`config.mk`:
```
export PLATFORM = sky130hd
export DESIGN_NAME = ols_ctrl
export DESIGN_NICKNAME = d
export VERILOG_FILES = /design/src/hw/rtl/ols_pkg.sv /design/src/hw/rtl/ols_ctrl.sv
export SDC_FILE = /design/constraint.sdc
export NUM_CORES = 1
export LEC_CHECK = 0
export ABC_AREA = 1
export BUFFER_PORTS_ARGS = -buffer_cell sky130_fd_sc_hd__buf_4
export CORE_AREA = 2 2 39 41
export CTS_CLUSTER_SIZE = 12
export DETAILED_ROUTE_END_ITERATION = 6
export DIE_AREA = 0 0 41 43
export GPL_ROUTABILITY_DRIVEN = 0
export PLACE_DENSITY = 0.62
export SYNTH_ARGS = -nofsm -noshare
export SYNTH_HDL_FRONTEND = slang
export SYNTH_SLANG_ARGS = --single-unit
```
`constraint.sdc`:
```
create_clock -name clk -period 1.2 [get_ports clk]
set_input_delay 0.18 -clock clk [delete_from_list [all_inputs] [get_ports clk]]
set_output_delay 0.18 -clock clk [all_outputs]
set_load 0.02 [all_outputs]
```
`src/hw/rtl/ols_pkg.sv`:
```
// Shared types and constants for the ordered list store.
`timescale 1ns / 1ps

package ols_pkg;

    localparam int CAPACITY = 256;
    localparam int ADDR_W   = $clog2(CAPACITY);
    localparam int CNT_W    = $clog2(CAPACITY + 1);
    localparam int POS_W    = 8;
    localparam int DATA_W   = 32;
    localparam int LEN_W    = 9;

    typedef enum logic [1:0] {
        ACT_APPEND = 2'd0,
        ACT_REMOVE = 2'd1,
        ACT_GET    = 2'd2,
        ACT_CLEAR  = 2'd3
    } action_t;

    typedef enum logic [1:0] {
        ST_DONE  = 2'd0,
        ST_RANGE = 2'd1,
        ST_FULL  = 2'd2
    } status_t;

    typedef struct packed {
        logic    load;
        logic    append;
        logic    clear;
        logic    rd_get;
        logic    shift_init;
        logic    shift_step;
        logic    dec;
        logic    finish;
        logic    ret_data;
        status_t st;
    } ols_cmd_t;

    typedef struct packed {
        action_t act;
        logic    full;
        logic    beyond_end;
        logic    more;
    } ols_stat_t;

endpackage

```
`src/hw/rtl/ols_ctrl.sv`:
```
// Controller state machine of the ordered list store.
`timescale 1ns / 1ps

module ols_ctrl
(
    input  logic                    clk,
    input  logic                    rst_n,
    input  logic                    start,
    output logic                    busy,
    input  ols_pkg::ols_stat_t      stat,
    output ols_pkg::ols_cmd_t       cmd
);

    typedef enum logic [3:0] {
        S_IDLE   = 4'b0001,
        S_DECIDE = 4'b0010,
        S_GETW   = 4'b0100,
        S_SHIFT  = 4'b1000
    } state_t;

    state_t state_reg, state_next;

    always_comb
    begin
        state_next = state_reg;
        cmd        = '0;
        cmd.st     = ols_pkg::ST_DONE;
        unique case (state_reg)
            S_IDLE:
            begin
                if (start)
                begin
                    cmd.load   = 1'b1;
                    state_next = S_DECIDE;
                end
            end
            S_DECIDE:
            begin
                unique case (stat.act)
                    ols_pkg::ACT_APPEND:
                    begin
                        cmd.finish = 1'b1;
                        state_next = S_IDLE;
                        if (stat.full)
                        begin
                            cmd.st = ols_pkg::ST_FULL;
                        end
                        else
                        begin
                            cmd.append = 1'b1;
                        end
                    end
                    ols_pkg::ACT_REMOVE:
                    begin
                        if (stat.beyond_end)
                        begin
                            cmd.finish = 1'b1;
                            cmd.st     = ols_pkg::ST_RANGE;
                            state_next = S_IDLE;
                        end
                        else
                        begin
                            cmd.shift_init = 1'b1;
                            state_next     = S_SHIFT;
                        end
                    end
                    ols_pkg::ACT_GET:
                    begin
                        if (stat.beyond_end)
                        begin
                            cmd.finish = 1'b1;
                            cmd.st     = ols_pkg::ST_RANGE;
                            state_next = S_IDLE;
                        end
                        else
                        begin
                            cmd.rd_get = 1'b1;
                            state_next = S_GETW;
                        end
                    end
                    ols_pkg::ACT_CLEAR:
                    begin
                        cmd.clear  = 1'b1;
                        cmd.finish = 1'b1;
                        state_next = S_IDLE;
                    end
                    default:
                    begin
                        state_next = S_IDLE;
                    end
                endcase
            end
            S_GETW:
            begin
                cmd.finish   = 1'b1;
                cmd.ret_data = 1'b1;
                state_next   = S_IDLE;
            end
            S_SHIFT:
            begin
                if (stat.more)
                begin
                    cmd.shift_step = 1'b1;
                end
                else
                begin
                    cmd.dec    = 1'b1;
                    cmd.finish = 1'b1;
                    state_next = S_IDLE;
                end
            end
            default:
            begin
                state_next = S_IDLE;
            end
        endcase
    end

    always_ff @(posedge clk or negedge rst_n)
    begin
        if (!rst_n)
        begin
            state_reg <= S_IDLE;
        end
        else
        begin
            state_reg <= state_next;
        end
    end

    assign busy = (state_reg != S_IDLE);

endmodule

```
==> results of run 1 <==
==> critical path, stage by stage (launching register included) <==
cell	delay, ps
dfstp_2	570
inv_2	40
nor2_2	130
nand2_2	100
nor2_4	80
buf_4	140
==> stage by stage <==
step | total power, mW | TNS [ps] | hold slack [ps] | setup slack, ps | util
global placement | 0.683 | 0 | -19.8 | 0.830 | 0.455
CTS | 0.932 | -2340 | 129 | -249 | 0.513
floorplan | 0.523 | 0 | -116 | 21.1 | -
detailed placement | 0.691 | -8.41 | -20.6 | -8.41 | 0.455
finish | 1.03 | -2460 | 140 | -277 | 0.562
global route | 1.08 | -3100 | 133 | -318 | 0.562
==> Yosys cell counts, drive strengths merged <==
cell / number / area share
inv: 15 / 0.14
nand2: 11 / 0.13
nor2: 9 / 0.13
nand3: 6 / 0.085
ha: 5 / 0.15
dfrtp: 3 / 0.18
nor3: 2 / 0.048
dfstp: 1 / 0.063
nand4: 1 / 0.015
nor3b: 1 / 0.030
nor4: 1 / 0.030
==> cell families (layout without fill, tap and decap cells) <==
logic type               count (synthesis)  count (layout)
flip-flops                               4               4
buffers and inverters                   15              51
AND/OR/NAND/NOR                         31              31
adder cells (fa/ha/maj)                  5               5
==> layout make-up <==
cell class / instances / area, um2 / share of cell area
multi-input cells: 36 / 300 / 0.386
repair buffers: 32 / 274 / 0.352
flip-flops and latches: 4 / 101 / 0.130
inverters: 15 / 56.3 / 0.0723
clock buffers: 4 / 26.3 / 0.0338
well taps: 16 / 20.0 / 0.0257
==> power by group <==
part,switching [mW],leakage [nW],internal (mW)
Sequential,0.0426,0.0514,0.181
Combinational,0.338,0.364,0.275
Clock,0.0629,0.0150,0.125
Total,0.444,0.431,0.581
==> how the worst max path moves through the flow <==
| stage | slack, ps | depth (start not counted) | start | end |
|---|---|---|---|---|
| CTS | -250 | 4 | state_reg[2] | cmd[9] |
| global placement | 0.8 | 5 | state_reg[0] | cmd[10] |
| finish | -280 | 5 | state_reg[0] | cmd[10] |
| floorplan | 20 | 3 | state_reg[3] | cmd[9] |
| global route | -320 | 5 | state_reg[0] | cmd[10] |
| detailed placement | -8 | 5 | state_reg[0] | cmd[10] |
==> metal layers <==
| layer | wire, um | vias up | GRT usage |
|---|---|---|---|
| met5 | 0 | - | 0 |
| met4 | 14 | 0 | 0.120 |
| met3 | 43 | 2 | 0.0157 |
| met2 | 672 | 20 | 0.213 |
| met1 | 399 | 216 | 0.130 |
| li1 | - | 236 | - |
==> timing repair <==
item	4_1_cts	5_1_grt
hold buffers	1	0
setup buffers	3	3
resized for setup	6	8
hold endpoints to repair	4	0
endpoints found under the setup margin	12	13
pin swaps	5	2
cloned	0	0
==> metrics, run 1 <==
run status=complete, but fails checks; failing checks=negative setup slack; P_leak=0.431 nW; Final Critical Period=approximately 1500 ps; Non-Filler Instances=107; vias in the first global route=430; I/O pins=20; fmax=677 MHz; Design Area, Final=778 um2; worst skew pair latency=240 ps; Post-DP HPWL=728 um; RSZ-0062 raised after global routing=true; hold path startpoint=stat[1]; pin slew with the least headroom to its limit=~210 ps; maximum vdd drop=0.000530 V; Synth Area in XOR/XNOR=0; Die Footprint=~1800 um2; Layout area overhead=87.9%; number of vias per cell=4.43; wire length per cell=10.6 um; max FFs per register=4; endpoints failing setup=13; crit path max fanout=3; synthesized net count=68; leading cell type in the layout, fill and taps excluded=buf_4; Syn Inst Count=55; first-pass GRT wire length=1520 um; row count=14; average size of a mapped cell=7.53 um2; reg-to-reg critical path startpoint=state_reg[0]; main combinational cell family by area after synthesis=simple AND/OR/NAND/NOR gates; CTS root buf=clkbuf_4; die width=41 um; crit path kind=flop to primary output; Initial DRC Count=7; YS warnings=0; routed vias=roughly 470; initial antenna violation count=0; Cell Area, Synth=414 um2; HP Class=input port to flop; Endpoint, Worst Hold=state_reg[2]; GRT Total Usage=0.130; R2R Setup Slk=-70 ps; most frequent cells in the layout=buf_4 (25), inv_1 (12), nand2_1 (8); FF-to-FF End=state_reg[0]; Hold Crit Depth=2; Initial Util=0.299; fin worst setup slack=-277 ps; clk buf depth=2; fillcell total=130; drt drc=0; post-placement cell area=approximately 630 um2; fin crit share=1.23; Seq cells post-synth=4; largest net degree at the start of global routing=8; slew margin rel.=0.861; ANT nets after route=0; Distinct cells, synth=17; crit path DAT=1300 ps; mux cell area share after synthesis=0; final hold viol count=0; adder and majority gate portion of the synthesized area=0.151; post-synthesis compound-gate area fraction=0; Final Max Slew Viols=0; Congestion Overflow GR=0; Worst-path clk slew=approximately 40 ps; NumNets Final=105; Worst setup EP type=primary output; worst reg2reg path depth=8; H-Tree Depth=1; PD cells=about 1300 nW/um2; ant diodes=0; clock sink count=4; DRT Pass-1 Iters=4; startpoint types=flop; CTS tree=built; core box area=1380 um2; simple-gate share of the synthesized area=0.468; clock skew=3.43 ps; Worst Path Required=~1000 ps; total CTS buffers=3; share of cells above drive strength 1=0.615; Cell Count Post-Placement=96; MaxCap Viol Count=0; Seq/Total Area, Yosys=0.245; IO buf count=19; Die Y=~43 um; drt total wl=1130 um
Power figures use the tool's default switching activity.
==> run 2, diff against run 1 <==
MAX_ROUTING_LAYER = met4   (was unset)
==> metrics, run 2 (synthesis gave the netlist of run 1 again) <==
pin slew with the least headroom to its limit=208 ps (+0.000834 ps); GRT Total Usage=0.133 (+0.00322); H-Tree Depth=1 (unchanged); clock sink count=4 (unchanged); wire length per cell=10.5 um (-0.88%); setup TNS=-2460 ps (-1.99 ps); most frequent cells in the layout=buf_4 (25), inv_1 (12), nand2_1 (8); cell at the slowest stage of the critical path=dfstp_2; vias in the first global route=430 (unchanged); fin worst setup slack=-279 ps (-1.43 ps); crit path max fanout=3 (unchanged); RSZ-0062 raised after global routing=true; routed vias=475 (+0.21%); Worst Path Required=1020 ps (about the same); startpoint types=flop; I/O pins=20 (unchanged); worst slack, placed=-8.41 ps (unchanged); Layout area overhead=87.9% (unchanged); CP max stage delay=570 ps (about the same); clock skew=3.45 ps (+0.0262 ps); CTS root buf=clkbuf_4; initial antenna violation count=0 (unchanged); final hold viol count=0 (unchanged); fillcell total=130 (unchanged); IO buf count=19 (unchanged); ant diodes=0 (unchanged); fmax=676 MHz (about the same); share of cells above drive strength 1=0.615 (unchanged); delay-heaviest family, CP=flip-flops; CTS tree=built; Reg area=101 um2 (unchanged); PD cells=1320 nW/um2 (about the same); Worst setup EP type=primary output; crit path DAT=1300 ps (about the same); Congestion Overflow GR=0 (unchanged); row count=14 (unchanged); NumNets Final=105 (unchanged); clk buf depth=2 (unchanged); first-pass GRT wire length=1520 um (unchanged); max FFs per register=4 (unchanged); drt drc=0 (unchanged); crit path kind=flop to primary output; Initial DRC Count=6 (-1); endpoints failing setup=13 (unchanged); DRT Pass-1 Iters=4 (unchanged); crit-path cells=inv_2 -> nor2_2 -> nand2_2 -> nor2_4 -> buf_4; slew margin rel.=0.861 (about the same); MaxCap Viol Count=0 (unchanged); Worst-path clk slew=40 ps (about the same); ANT nets after route=0 (unchanged); failing checks=negative setup slack; Post-DP HPWL=728 um (unchanged); HP Class=input port to flop; drt total wl=1120 um (-0.88%); number of vias per cell=4.44 (+0.21%); total CTS buffers=3 (unchanged); P_leak=0.431 nW (unchanged); worst skew pair latency=240 ps (about the same); maximum vdd drop=0.000529 V (-0.24%); die width=41 um (unchanged); Die Footprint=1760 um2 (unchanged); total power=1.02 mW (about the same); largest net degree at the start of global routing=8 (unchanged); Final Critical Period=1480 ps (+1.43 ps); core box area=1380 um2 (unchanged); crit path buf inv count=2 (unchanged); area of the multi-input gates=300 um2 (unchanged); run status=complete, but fails checks; Final Max Slew Viols=0 (unchanged); Die Y=43 um (unchanged); leading cell type in the layout, fill and taps excluded=buf_4; fin crit share=1.23 (about the same); Initial Util=0.299 (unchanged)
==> run 2: cell counts in the layout (fill, tap and decap cells not counted) <==
No cell type changed its count.
==> run 2: report_power, final <==
group | total, mW | internal [mW] | switching [mW]
clock network | 0.190 | 0.125 | 0.0645
logic | 0.611 | 0.275 | 0.336
registers | 0.223 | 0.181 | 0.0426
==> run 2: final cells by class <==
type	instances	area share
multi-input cells	36	0.386
repair buffers	32	0.352
flip-flops and latches	4	0.130
inverters	15	0.0723
clock buffers	4	0.0338
well taps	16	0.0257
==> run 2: per-layer routing <==
| layer | vias up | global-route usage | share of wire |
|---|---|---|---|
| met5 | - | - | 0 |
| li1 | 235 | - | - |
| met1 | 220 | 0.130 | 0.35 |
| met2 | 18 | 0.213 | 0.60 |
| met4 | 0 | 0.120 | 0.012 |
| met3 | 2 | 0.0157 | 0.037 |
==> run 2: timing repair <==
item | in CTS | in global routing
hold buffers | 1 | 0
hold endpoints to repair | 4 | 0
buffers inserted | 3 | 3
endpoints found under the setup margin | 12 | 13
gates resized for setup | 6 | 8
pin swaps | 5 | 2
==> run 2: worst paths after layout <==
check	start	end	slack (ps)	cells past startpoint
setup / recovery	state_reg[0]	cmd[10]	-280	5
hold / removal	stat[1]	state_reg[2]	140	2
setup reg to reg	state_reg[0]	state_reg[0]	-60	8
hold reg to reg	state_reg[1]	state_reg[0]	630	3
max in group asynchronous	rst_n	state_reg[0]	730	2
min in group asynchronous	rst_n	state_reg[2]	270	2
==> run 2: stage by stage <==
stage | hold WS [ps] | area [um2] | std cells | utilization
floorplan | -116 | 422 | 55 | -
global placement | -19.8 | 629 | 96 | 0.455
detailed placement | -20.6 | 629 | 96 | 0.455
CTS | 129 | 709 | 104 | 0.513
global route | 133 | 778 | 107 | 0.562
finish | 139 | 778 | 107 | 0.562
==> run 3, diff against run 2 <==
--- a/config.mk
+++ b/config.mk
@@ -10,3 +10,3 @@
 export CORE_AREA = 2 2 39 41
-export CTS_CLUSTER_SIZE = 12
+export CTS_CLUSTER_SIZE = 40
 export DETAILED_ROUTE_END_ITERATION = 6
==> constraint.sdc (replaced) <==
create_clock -name clk -period 1.2 [get_ports clk]
set_input_delay 0.36 -clock clk [delete_from_list [all_inputs] [get_ports clk]]
set_output_delay 0.36 -clock clk [all_outputs]
set_load 0.02 [all_outputs]
==> metrics, run 3 (synthesis gave the netlist of run 1 again) <==
crit path kind=flop to primary output; Die Y=43 um (unchanged); met3 routed WL=51 um (+21%); startpoint types=flop; Cell Count Post-Placement=99 (+3.1%); maximum vdd drop=0.000630 V (+19%); Worst setup EP type=primary output; Post-DP HPWL=847 um (+16%); number of vias per cell=4.41 (-0.67%); leading cell type in the layout, fill and taps excluded=buf_4; Non-Filler Instances=105 (-1.9%); fin crit share=1.37 (+0.137); HP Class=input port to flop; share of cells above drive strength 1=0.674 (+0.0588); DRT Pass-1 Iters=4 (unchanged); ANT nets after route=0 (unchanged); clock sink count=4 (unchanged); drt total wl=1060 um (-5.9%); Layout area overhead=95.5%; Initial DRC Count=3 (-3); clk buf depth=2 (unchanged); slew margin rel.=0.860 (-0.00135); Worst-path clk slew=40 ps (about the same); fin worst setup slack=-443 ps (-165 ps); PD cells=1290 nW/um2 (-2.0%); die width=41 um (unchanged); Die Footprint=1760 um2 (unchanged); final hold slack=418 ps (+280 ps); met2 wire len=643 um (-4.0%); Initial Util=0.299 (unchanged); I/O pins=20 (unchanged); core box area=1380 um2 (unchanged); drt drc=0 (unchanged); Worst Path Required=840 ps (-180 ps); setup TNS=-4520 ps (-2060 ps); failing checks=negative setup slack; first-pass GRT wire length=1750 um (+15%); pin slew with the least headroom to its limit=210 ps (+2.03 ps); max FFs per register=4 (unchanged); final hold viol count=0 (unchanged); Final Max Slew Viols=0 (unchanged); initial antenna violation count=0 (unchanged); vias in the first global route=457 (+6.3%); CTS tree=built; run status=complete, but fails checks; row count=14 (unchanged); MaxCap Viol Count=0 (unchanged); crit path max fanout=7 (+4); fmax=608 MHz (-10%); worst skew pair latency=240 ps (about the same); uppermost layer routed=met3; endpoints failing setup=13 (unchanged); RSZ-0062 raised after global routing=true; Congestion Overflow GR=0 (unchanged); NumNets Final=103 (-1.9%); GRT Total Usage=0.150 (+0.0172); M1 wire length=359 um (-8.4%); most frequent cells in the layout=buf_4 (19), buf_6 (10), inv_1 (9); wire length per cell=10.0 um (-4.1%); R2R Setup Slk=-10 ps (+50 ps); crit path DAT=1280 ps (-20 ps); total CTS buffers=3 (unchanged); ant diodes=0 (unchanged); P_leak=0.438 nW (+1.8%); CTS root buf=clkbuf_4; IO buf count=19 (unchanged); clock skew=4.17 ps (+0.721 ps); routed vias=463 (-2.5%); Final Critical Period=1640 ps (+165 ps); largest net degree at the start of global routing=8 (unchanged); H-Tree Depth=1 (unchanged)
[run 3: final timing paths]
check                             start      endpoint  cells after the start
min in group asynchronous         rst_n  state_reg[2]                      2
hold reg to reg            state_reg[0]  state_reg[0]                      4
hold / removal                    start  state_reg[1]                      3
setup / recovery           state_reg[1]        cmd[9]                      5
max in group asynchronous         rst_n  state_reg[0]                      2
setup reg to reg           state_reg[0]  state_reg[0]                      8
[run 3: per-stage QoR]
| stage | power, mW | utilization | instance area [um2] | setup slack, ps |
|---|---|---|---|---|
| after CTS | 1.04 | 0.576 | 797 | -452 |
| after global placement | 0.755 | 0.510 | 706 | -314 |
| after global routing | 1.12 | 0.585 | 810 | -522 |
| after floorplan | 0.558 | - | 475 | -158 |
| after detailed placement | 0.763 | 0.510 | 706 | -350 |
| final | 1.04 | 0.585 | 810 | -443 |
[run 3: power by group]
part           switching [mW]  internal [mW]  total [mW]
registers              0.0432          0.181       0.224
logic                   0.350          0.288       0.638
clock network          0.0576          0.125       0.183
total                   0.451          0.594        1.04
[run 3: layer usage]
layer | vias up | global-route usage
li1 | 235 | -
met1 | 214 | 0.158
met2 | 14 | 0.247
met3 | 0 | 0
met4 | 0 | 0.120
met5 | - | -
[run 3: final cells by class]
type	instances	area, um2
Sequential cell	4	101
Fill cell	133	574
Timing Repair Buffer	30	265
Inverter	15	56.3
Multi-Input combinational cell	36	340
Clock buffer	4	26.3
Tap cell	16	20.0
[run 3: timing repair]
item                                   in CTS  in global routing
gates resized for setup                    13                  3
pin swaps                                   4                  2
buffers inserted                            1                  0
hold buffers                                1                  0
setup endpoints to repair                  13                 13
endpoints found under the hold margin       3                  0
[run 3: worst max-delay path: stages, from the launching register on]
cell and delay [ps]:
dfrtp_1 380, inv_2 60, nor2_4 130, nand2_4 140
nor3b_4 200, buf_6 140
